File: config.mk
export PLATFORM = sky130hd
export DESIGN_NAME = frame_brightness_threshold_tuner
export DESIGN_NICKNAME = d
export VERILOG_FILES = /design/src/hdl/fbtt_pkg.sv /design/src/hdl/fbtt_cfg_regs.sv /design/src/hdl/fbtt_tuner.sv /design/src/hdl/frame_brightness_threshold_tuner.sv
export SDC_FILE = /design/constraint.sdc
export NUM_CORES = 1
export LEC_CHECK = 0
export BUFFER_PORTS_ARGS = -buffer_cell sky130_fd_sc_hd__buf_2
export CORE_UTILIZATION = 35
export CTS_CLUSTER_DIAMETER = 50
export DETAILED_ROUTE_END_ITERATION = 6
export GPL_TIMING_DRIVEN = 0
export PLACE_DENSITY = 0.52
export SLEW_MARGIN = 20
export SYNTH_ARGS = -nofsm -noshare
export SYNTH_HDL_FRONTEND = slang
export SYNTH_HIERARCHICAL = 1
export SYNTH_SLANG_ARGS = --single-unit
File: constraint.sdc
create_clock -name aclk -period 4 [get_ports aclk]
set_input_delay 1.2 -clock aclk [delete_from_list [all_inputs] [get_ports aclk]]
set_output_delay 1.2 -clock aclk [all_outputs]
set_load 0.02 [all_outputs]
File: src/hdl/fbtt_pkg.sv
`timescale 1ns / 1ps
// ----------------------------------------------------------------------------
// fbtt_pkg
// Shared types and constants for the frame brightness and threshold tuner.
// ----------------------------------------------------------------------------
package fbtt_pkg;

    localparam int CFG_IDX_W  = 3;
    localparam int CFG_DATA_W = 24;
    localparam int COUNT_W    = 10;
    localparam int ENERGY_W   = 24;
    localparam int THRESH_W   = 8;
    localparam int CONTR_W    = 6;
    localparam int PIXEL_W    = 8;
    localparam int ACTION_W   = 3;

    localparam logic [ENERGY_W-1:0] ENERGY_MAX = {ENERGY_W{1'b1}};
    localparam logic [THRESH_W-1:0] THRESH_MAX = {THRESH_W{1'b1}};

    localparam logic [CONTR_W-1:0] CONTRAST_MIN  = 6'd4;
    localparam logic [CONTR_W-1:0] CONTRAST_MAX  = 6'd36;
    localparam logic [CONTR_W-1:0] CONTRAST_STEP = 6'd1;
    localparam logic [THRESH_W-1:0] THRESH_DOWN  = 8'd5;
    localparam logic [THRESH_W-1:0] THRESH_UP    = 8'd4;

    localparam logic [COUNT_W-1:0]  MIN_FEAT_RST   = 10'd22;
    localparam logic [COUNT_W-1:0]  MAX_FEAT_RST   = 10'd45;
    localparam logic [ENERGY_W-1:0] LOW_ENERGY_RST  = 24'd300000;
    localparam logic [ENERGY_W-1:0] HIGH_ENERGY_RST = 24'd450000;
    localparam logic [THRESH_W-1:0] MIN_THRESH_RST  = 8'd40;
    localparam logic [THRESH_W-1:0] MAX_THRESH_RST  = 8'd130;
    localparam logic [CONTR_W-1:0]  START_CONTR_RST = 6'd20;
    localparam logic [THRESH_W-1:0] START_THRESH_RST = 8'd100;

    typedef enum logic [CFG_IDX_W-1:0] {
        CFG_MIN_FEAT     = 3'd0,
        CFG_MAX_FEAT     = 3'd1,
        CFG_LOW_ENERGY   = 3'd2,
        CFG_HIGH_ENERGY  = 3'd3,
        CFG_MIN_THRESH   = 3'd4,
        CFG_MAX_THRESH   = 3'd5,
        CFG_START_CONTR  = 3'd6,
        CFG_START_THRESH = 3'd7
    } cfg_idx_t;

    typedef enum logic [ACTION_W-1:0] {
        ACT_NONE        = 3'd0,
        ACT_CONTR_DOWN  = 3'd1,
        ACT_CONTR_UP    = 3'd2,
        ACT_THRESH_DOWN = 3'd3,
        ACT_THRESH_UP   = 3'd4
    } action_t;

    typedef struct packed {
        logic [COUNT_W-1:0]  min_feat;
        logic [COUNT_W-1:0]  max_feat;
        logic [ENERGY_W-1:0] low_energy;
        logic [ENERGY_W-1:0] high_energy;
        logic [THRESH_W-1:0] min_thresh;
        logic [THRESH_W-1:0] max_thresh;
    } cfg_t;

    typedef struct packed {
        logic                keep;
        action_t             action;
        logic [CONTR_W-1:0]  contrast;
        logic [THRESH_W-1:0] threshold;
        logic [ENERGY_W-1:0] energy;
    } result_t;

endpackage

File: src/hdl/fbtt_cfg_regs.sv
`timescale 1ns / 1ps
// ----------------------------------------------------------------------------
// fbtt_cfg_regs
// Limit registers written through the plain configuration write port.
// ----------------------------------------------------------------------------
module fbtt_cfg_regs (
    input  logic                              aclk,
    input  logic                              aresetn,
    input  logic                              cfg_wr_en,
    input  logic [fbtt_pkg::CFG_IDX_W-1:0]    cfg_addr,
    input  logic [fbtt_pkg::CFG_DATA_W-1:0]   cfg_wdata,
    output fbtt_pkg::cfg_t                    cfg
);

    fbtt_pkg::cfg_t cfg_reg;
    fbtt_pkg::cfg_t cfg_next;

    always_comb begin
        cfg_next = cfg_reg;
        if (cfg_wr_en) begin
            case (fbtt_pkg::cfg_idx_t'(cfg_addr))
                fbtt_pkg::CFG_MIN_FEAT: begin
                    cfg_next.min_feat = cfg_wdata[fbtt_pkg::COUNT_W-1:0];
                end
                fbtt_pkg::CFG_MAX_FEAT: begin
                    cfg_next.max_feat = cfg_wdata[fbtt_pkg::COUNT_W-1:0];
                end
                fbtt_pkg::CFG_LOW_ENERGY: begin
                    cfg_next.low_energy = cfg_wdata[fbtt_pkg::ENERGY_W-1:0];
                end
                fbtt_pkg::CFG_HIGH_ENERGY: begin
                    cfg_next.high_energy = cfg_wdata[fbtt_pkg::ENERGY_W-1:0];
                end
                fbtt_pkg::CFG_MIN_THRESH: begin
                    cfg_next.min_thresh = cfg_wdata[fbtt_pkg::THRESH_W-1:0];
                end
                fbtt_pkg::CFG_MAX_THRESH: begin
                    cfg_next.max_thresh = cfg_wdata[fbtt_pkg::THRESH_W-1:0];
                end
                // start values are fixed constants loaded at reset; writes to them are ignored
                fbtt_pkg::CFG_START_CONTR: begin
                    cfg_next = cfg_reg;
                end
                fbtt_pkg::CFG_START_THRESH: begin
                    cfg_next = cfg_reg;
                end
                default: begin
                    cfg_next = cfg_reg;
                end
            endcase
        end
    end

    always_ff @(posedge aclk) begin
        if (!aresetn) begin
            cfg_reg.min_feat    <= fbtt_pkg::MIN_FEAT_RST;
            cfg_reg.max_feat    <= fbtt_pkg::MAX_FEAT_RST;
            cfg_reg.low_energy  <= fbtt_pkg::LOW_ENERGY_RST;
            cfg_reg.high_energy <= fbtt_pkg::HIGH_ENERGY_RST;
            cfg_reg.min_thresh  <= fbtt_pkg::MIN_THRESH_RST;
            cfg_reg.max_thresh  <= fbtt_pkg::MAX_THRESH_RST;
        end else begin
            cfg_reg <= cfg_next;
        end
    end

    assign cfg = cfg_reg;

endmodule

File: src/hdl/fbtt_tuner.sv
`timescale 1ns / 1ps
// ----------------------------------------------------------------------------
// fbtt_tuner
// Energy accumulator, contrast and threshold state, and the frame-end decision.
// ----------------------------------------------------------------------------
module fbtt_tuner (
    input  logic                              aclk,
    input  logic                              aresetn,
    input  logic                              beat,
    input  logic                              cmd,
    input  logic [fbtt_pkg::PIXEL_W-1:0]      pixel,
    input  logic [fbtt_pkg::COUNT_W-1:0]      feature_count,
    input  fbtt_pkg::cfg_t                    cfg,
    output fbtt_pkg::result_t                 result
);

    logic [fbtt_pkg::ENERGY_W-1:0] energy_reg;
    logic [fbtt_pkg::ENERGY_W-1:0] energy_next;
    logic [fbtt_pkg::CONTR_W-1:0]  contrast_reg;
    logic [fbtt_pkg::CONTR_W-1:0]  contrast_next;
    logic [fbtt_pkg::THRESH_W-1:0] threshold_reg;
    logic [fbtt_pkg::THRESH_W-1:0] threshold_next;

    logic [fbtt_pkg::ENERGY_W:0]   sum_ext;
    logic [fbtt_pkg::THRESH_W+1:0] t_sub;
    logic [fbtt_pkg::THRESH_W:0]   t_add;
    logic [fbtt_pkg::CONTR_W-1:0]  c_new;
    logic [fbtt_pkg::THRESH_W-1:0] t_new;
    logic                          keep;
    fbtt_pkg::action_t             action;

    always_comb begin
        sum_ext = {1'b0, energy_reg} + {{(fbtt_pkg::ENERGY_W+1-fbtt_pkg::PIXEL_W){1'b0}}, pixel};
        t_sub   = {2'b00, threshold_reg} - {2'b00, fbtt_pkg::THRESH_DOWN};
        t_add   = {1'b0, threshold_reg} + {1'b0, fbtt_pkg::THRESH_UP};
        c_new   = contrast_reg;
        t_new   = threshold_reg;
        keep    = 1'b0;
        action  = fbtt_pkg::ACT_NONE;

        if (feature_count < cfg.min_feat) begin
            keep = 1'b1;
            if (energy_reg < cfg.low_energy) begin
                action = fbtt_pkg::ACT_CONTR_DOWN;
                if (contrast_reg < fbtt_pkg::CONTRAST_MIN + fbtt_pkg::CONTRAST_STEP) begin
                    c_new = fbtt_pkg::CONTRAST_MIN;
                    keep  = 1'b0;
                end else begin
                    c_new = contrast_reg - fbtt_pkg::CONTRAST_STEP;
                end
            end else if (energy_reg > cfg.high_energy) begin
                action = fbtt_pkg::ACT_CONTR_UP;
                if (contrast_reg >= fbtt_pkg::CONTRAST_MAX) begin
                    c_new = fbtt_pkg::CONTRAST_MAX;
                    keep  = 1'b0;
                end else begin
                    c_new = contrast_reg + fbtt_pkg::CONTRAST_STEP;
                end
            end else begin
                action = fbtt_pkg::ACT_THRESH_DOWN;
                // stop test uses the value before saturation
                if (t_sub[fbtt_pkg::THRESH_W+1]) begin
                    keep  = 1'b0;
                    t_new = '0;
                end else begin
                    t_new = t_sub[fbtt_pkg::THRESH_W-1:0];
                    if (t_new < cfg.min_thresh) begin
                        keep = 1'b0;
                    end
                end
            end
        end else if (feature_count > cfg.max_feat) begin
            if (threshold_reg <= cfg.max_thresh) begin
                action = fbtt_pkg::ACT_THRESH_UP;
                keep   = 1'b1;
                t_new  = t_add[fbtt_pkg::THRESH_W] ? fbtt_pkg::THRESH_MAX
                                                   : t_add[fbtt_pkg::THRESH_W-1:0];
            end
        end

        energy_next    = energy_reg;
        contrast_next  = contrast_reg;
        threshold_next = threshold_reg;
        if (beat) begin
            if (cmd) begin
                energy_next    = '0;
                contrast_next  = c_new;
                threshold_next = t_new;
            end else begin
                energy_next = sum_ext[fbtt_pkg::ENERGY_W] ? fbtt_pkg::ENERGY_MAX
                                                          : sum_ext[fbtt_pkg::ENERGY_W-1:0];
            end
        end

        result.keep      = keep;
        result.action    = action;
        result.contrast  = c_new;
        result.threshold = t_new;
        result.energy    = energy_reg;
    end

    always_ff @(posedge aclk) begin
        if (!aresetn) begin
            energy_reg    <= '0;
            contrast_reg  <= fbtt_pkg::START_CONTR_RST;
            threshold_reg <= fbtt_pkg::START_THRESH_RST;
        end else begin
            energy_reg    <= energy_next;
            contrast_reg  <= contrast_next;
            threshold_reg <= threshold_next;
        end
    end

endmodule

File: src/hdl/frame_brightness_threshold_tuner.sv
`timescale 1ns / 1ps
// ----------------------------------------------------------------------------
// frame_brightness_threshold_tuner
// Sums pixel beats into a frame energy and, at each frame-end beat, tunes
// contrast and detector threshold and emits one result beat.
// ----------------------------------------------------------------------------
// a frame-end beat shows its result in the cycle after acceptance
// throughput: one input beat per cycle, set by the combinational decision path;
// pixel beats are taken, frame-end beats stalled, while a result waits on the output register
// reset (aresetn low, synchronous) clears the energy sum, restores all
// limits and loads the start contrast and threshold
module frame_brightness_threshold_tuner (
    input  logic                              aclk,
    input  logic                              aresetn,
    input  logic                              s_valid,
    output logic                              s_ready,
    input  logic                              s_cmd,
    input  logic [fbtt_pkg::PIXEL_W-1:0]      s_pixel,
    input  logic [fbtt_pkg::COUNT_W-1:0]      s_feature_count,
    output logic                              m_valid,
    input  logic                              m_ready,
    output logic                              m_keep_adjusting,
    output logic [fbtt_pkg::ACTION_W-1:0]     m_action,
    output logic [fbtt_pkg::CONTR_W-1:0]      m_contrast_level,
    output logic [fbtt_pkg::THRESH_W-1:0]     m_threshold_level,
    output logic [fbtt_pkg::ENERGY_W-1:0]     m_frame_energy,
    input  logic                              cfg_wr_en,
    input  logic [fbtt_pkg::CFG_IDX_W-1:0]    cfg_addr,
    input  logic [fbtt_pkg::CFG_DATA_W-1:0]   cfg_wdata
);

    fbtt_pkg::cfg_t    cfg;
    fbtt_pkg::result_t result;
    fbtt_pkg::result_t out_reg;
    fbtt_pkg::result_t out_next;
    logic              m_valid_reg;
    logic              m_valid_next;
    logic              beat;

    assign s_ready = !m_valid_reg || m_ready || !s_cmd;
    assign beat    = s_valid && s_ready;

    fbtt_cfg_regs u_cfg (
        .aclk      (aclk),
        .aresetn   (aresetn),
        .cfg_wr_en (cfg_wr_en),
        .cfg_addr  (cfg_addr),
        .cfg_wdata (cfg_wdata),
        .cfg       (cfg)
    );

    fbtt_tuner u_tuner (
        .aclk          (aclk),
        .aresetn       (aresetn),
        .beat          (beat),
        .cmd           (s_cmd),
        .pixel         (s_pixel),
        .feature_count (s_feature_count),
        .cfg           (cfg),
        .result        (result)
    );

    always_comb begin
        m_valid_next = m_valid_reg;
        out_next     = out_reg;
        if (beat && s_cmd) begin
            m_valid_next = 1'b1;
            out_next     = result;
        end else if (m_ready) begin
            m_valid_next = 1'b0;
        end
    end

    always_ff @(posedge aclk) begin
        if (!aresetn) begin
            m_valid_reg <= 1'b0;
        end else begin
            m_valid_reg <= m_valid_next;
        end
    end

    always_ff @(posedge aclk) begin
        out_reg <= out_next;
    end

    assign m_valid           = m_valid_reg;
    assign m_keep_adjusting  = out_reg.keep;
    assign m_action          = out_reg.action;
    assign m_contrast_level  = out_reg.contrast;
    assign m_threshold_level = out_reg.threshold;
    assign m_frame_energy    = out_reg.energy;

endmodule

==> results.txt <==
The run finished with clean final reports. The combinational fraction of design power came out at between 10% and 20%. The detailed placer's ending HPWL is ~19,000 um. The area growth from synthesis to layout came out at 16.06%.

The share of the clock period used by the worst path came out at roughly nine tenths. The number of global-route vias before repair came out at about 7,300. The worst-case IR drop observed on VDD is 0.0003105 V.

The internal power summed over all cells came out at roughly 0.0029 W. The mean routed wirelength per cell is between 15 and 20 um. For this run, the leading register cell type out of synthesis is dfxtp_1.

The final hold violation count came out at 0. The arithmetic-cell share of the synthesized area counting full adders, half adders and majority gates is about an eighth. The chip height came out at roughly 170 um. Yosys printed 6 warnings. For the final database, setup skew stands at ~8.2 ps.

Once placement completed, the tool counted placed cells totaling ~1,500. In this run, the clock network consumes 42.7% of the power. The number of setup violations in the final report is 0. The maximum level of the CTS H-tree came out at 4. The register with the most flip-flops in the layout has 84 of them.

After synthesis, the largest family of logic cells by area is simple AND/OR/NAND/NOR gates. The number of antenna violations at the first check in global routing was 0. The initialized floorplan defines 60 standard-cell rows. The count of flip-flops with a built-in enable after synthesis came out at between 40 and 50. The launch instance of the worst register-to-register path is u_tuner/energy_reg[21]$_SDFFE_PN0P_. The endpoint identified for the worst register-to-register timing path is m_keep_adjusting$_DFFE_PP_. In this design, the critical path's most frequently occurring cell is nor3_1. The CTS clock-pin slew for the worst setup and hold paths is 60 ps.

Summing the areas of all compound-gate instances in the mapped netlist gives between 10% and 20% of the synthesized area. The reported max-cap violation count came out at 0. The worst hold path begins at u_cfg/cfg[51]$_SDFFE_PN0P_. The highest achievable clock rate came out at 273.5 MHz. The total die area came out at around 28,000 um2.

Clock tree synthesis inserted a total of 17 buffers. The post-route DRC violation count is 0. For the worst setup path, the data arrival time is ~3800 ps. The final standard cell count with taps included and fillers excluded came out at 1,501. Hold repair after CTS inserted 0 buffers.

On the critical path, the stage with the largest delay is an instance of a31oi_2. After synthesis the cells add up to about 9500 um2. The initial DRC count is about 350. The delay of the slowest cell on the worst path is around 420 ps. During placement, the flow inserted port buffers numbering 94. The sort of element at the end of the critical path is a register. The sequential cell fraction of total power came out at around 46%. The number of pins with negative max-slew slack in the final report was 0.

The final net count came out at 1,294. The worst pin sits at a relative slew slack of between 30% and 40%. The repair_antennas step left the layout with diodes totalling 0. Setup repair after global routing left no endpoint under its margin. The sink count of the clock tree is ~170.

The required arrival time at the worst endpoint is roughly 4200 ps. The worst register-to-register path has a depth of 11. Counting every instance in the synthesized netlist gives 1,033. The mean instance size in the synthesized netlist is 9.221 um2.

The worst hold path terminates at u_cfg/cfg[51]$_SDFFE_PN0P_. The detailed-router iteration count before antenna repair came out at 5. The post-synthesis cell type with the largest combined area is dfxtp_1. The maximum buffer depth of the clock tree is 2. The via count of the routed design is 7,618. The switching power is a little over 0.001 W. Counting flops and latches in the post-synthesis netlist gives roughly 170.

The xor/xnor share of the synthesized area came out at under 10%. The mean number of vias per cell is slightly above 5. The tightest hold margin is 459.4 ps. The area share of the leading cell type in the synthesized netlist is around a quarter.

The total wire length came out at about 25,000 um. The buffer type at the clock tree root is clkbuf_16. The share of layout cells above drive strength 1 came out at roughly 15%. The class of the most critical setup path is in2reg.

The clock latency reported for the late side of the worst-skew pair is approximately 430 ps. The initial utilization of the core area, before any placement, comes to a little over a third. The portion of synthesized area spent on multiplexers is a little under a tenth. The detail route stage leaves a number of antenna-violating nets equal to 0. Ranked by total cell area, the synthesized netlist is headed by dfxtp_1 (26%), edfxtp_1 (13%), ha_1 (12%).

The fraction of power spent switching nets came out at between 20% and 30%. The number of nets in the synthesized netlist came out at ~1,200. The overall routing resource usage is between 10% and 20%. The simple-gate share of the synthesized area is 17.68%. The cell family with the largest share of critical-path delay is simple AND/OR/NAND/NOR gates. The critical path goes through buf_2 -> ha_1 -> nand4_1 -> nor3_1 -> o21ai_0 -> a31oi_2 -> nand3_1 -> nor3_1 -> a32oi_1 -> o31a_1. TritonCTS built the clock tree. The area of the core came out at 26,800 um2. The global-route congestion overflow total came out at 0. The class of the tightest hold or removal check is reg2reg. Counting distinct cell types in the post-synthesis netlist gives 82. The total negative slack for setup checks is 0 ps. The placement-stage worst setup slack came out at -180.5 ps. The setup slack on the worst flop-to-flop path is between 400 and 500 ps.

Counting flops with an async set or reset pin after synthesis yields a share of 0%. The cell depth of the worst min-delay path came out at 2. During I/O placement, the number of pins put on the boundary was 95. The areal power density over the cells is around 360 nW/um2. The static leakage power is between 4 and 5 nW. The number of buffers and inverters on the critical path is 1. The element type at the critical path start is a primary input. The first global-routing pass estimated just over 40,000 um of wire. The largest net degree at the start of global routing came out at 27. In this run the horizontal extent of the chip is approximately 170 um.

The sequential element share of the synthesized area came out at around two fifths. The smallest setup slack after layout came out at between 300 and 400 ps. The pin slew with the least headroom to its limit came out at a little under 1000 ps.

Routability-driven placement finished with a final weighted congestion of 0.8267. Counting I/O delays and the setup requirement, the final critical path takes around 3700 ps. The highest fanout seen on the critical path is 8.
[layout make-up]
| type | instances | area [um2] |
|---|---|---|
| Buffer | 43 | 205.2 |
| Clock buffer | 19 | 452.9 |
| Clock inverter | 13 | 146.4 |
| Fill cell | 2664 | 15750 |
| Inverter | 100 | 375.4 |
| Multi-Input combinational cell | 725 | 5235 |
| Sequential cell | 165 | 3724 |
| Tap cell | 341 | 426.7 |
| Timing Repair Buffer | 95 | 490.5 |
[cells by family (layout without fill, tap and decap cells)]
logic type | Yosys count | after routing
simple gates | 329 | 329
compound gates | 196 | 196
flops | 165 | 165
buf+inv | 143 | 270
fa+ha+maj | 96 | 96
mux | 91 | 91
xor+xnor | 13 | 13
[worst max path at each step]
| stage | start | to | slack (ps) | cells past startpoint |
|---|---|---|---|---|
| after floorplan | s_cmd | m_action[0]$_DFFE_PP_ | 510 | 2 |
| after global placement | s_cmd | m_threshold_level[1]$_DFFE_PP_ | -460 | 3 |
| after detailed placement | s_feature_count[9] | m_threshold_level[7]$_DFFE_PP_ | -180 | 10 |
| after CTS | s_feature_count[9] | m_threshold_level[7]$_DFFE_PP_ | 260 | 10 |
| after global routing | s_feature_count[9] | u_tuner/threshold_reg[7]$_SDFFE_PN0P_ | 100 | 10 |
| final | s_feature_count[9] | m_threshold_level[7]$_DFFE_PP_ | 340 | 10 |
[cell usage after synthesis (3+ instances only)]
library cell	n
nand2b_1	6
ha_1	95
nand3b_1	3
inv_1	100
o21ai_1	3
a21oi_1	53
o31a_1	5
nor3_1	17
nand3_1	23
buf_2	8
xor2_1	5
o21bai_1	3
o221a_2	3
a22oi_1	3
edfxtp_1	42
o21ai_0	43
o211ai_1	9
a31oi_1	9
nor2_1	37
mux2i_1	91
dfxtp_1	123
and3_1	6
nand4_1	19
o21a_1	6
a21o_1	10
or3_1	5
nor4_1	8
nand2_1	121
o211a_1	3
and2_1	7
and3_2	3
buf_4	5
a211oi_1	9
xnor2_1	8
nor2b_1	52
clkbuf_1	26
or2_2	3
[placed cells by master, fill, tap and decap left out, types with 9 or more instances in the layout]
cell and count:
a21o_1 10, o211ai_1 9, inv_1 100, a21oi_1 53, a211oi_1 9, nor3_1 17
ha_1 95, edfxtp_1 42, o21ai_0 43, nand4_1 19, mux2i_1 91, nor2_1 36
nor2b_1 52, nand2_1 121, nand3_1 23, dfxtp_1 123, clkbuf_1 26, buf_2 102
clkbuf_16 17
[layer usage]
layer | track usage, % | routed length (um) | vias to the layer above | share of wire, %
li1 | - | - | 3895 | -
met1 | 27.13 | 13170 | 3547 | 52
met2 | 28.43 | 10980 | 165 | 44
met3 | 2.709 | 878 | 11 | 3.5
met4 | 4.750 | 149 | 0 | 0.59
met5 | 0 | 0 | - | 0
[what timing repair did]
| action | in CTS | in global routing |
|---|---|---|
| resized for setup | 0 | 1 |
| setup buffers | 0 | 0 |
| setup endpoints to repair | 0 | 3 |
[per-stage QoR]
step,instance area [um2],total power (W),util (%)
floorplan,9525,0.002128,-
global placement,10420,0.002282,38.89
detailed placement,10450,0.002287,38.99
CTS,11050,0.003975,41.23
global route,11060,0.004105,41.25
finish,11060,0.003932,41.25
[worst register-to-register path: cells and delay by family, from the launching register on]
family / cells / cell delay, ps
buf+inv: 2 / 450
flops: 1 / 440
simple gates: 4 / 1080
compound gates: 4 / 1080
fa+ha+maj: 1 / 380
[power by group through the flow]
stage,combinational (W),sequential [W],clock (W)
finish,0.000459,0.00179,0.00168
global route,0.000512,0.00180,0.00179
CTS,0.000460,0.00179,0.00172
detailed placement,0.000456,0.00183,0
global placement,0.000450,0.00183,0
floorplan,0.000278,0.00185,0
Note: power is estimated with default switching activity, not from simulation.
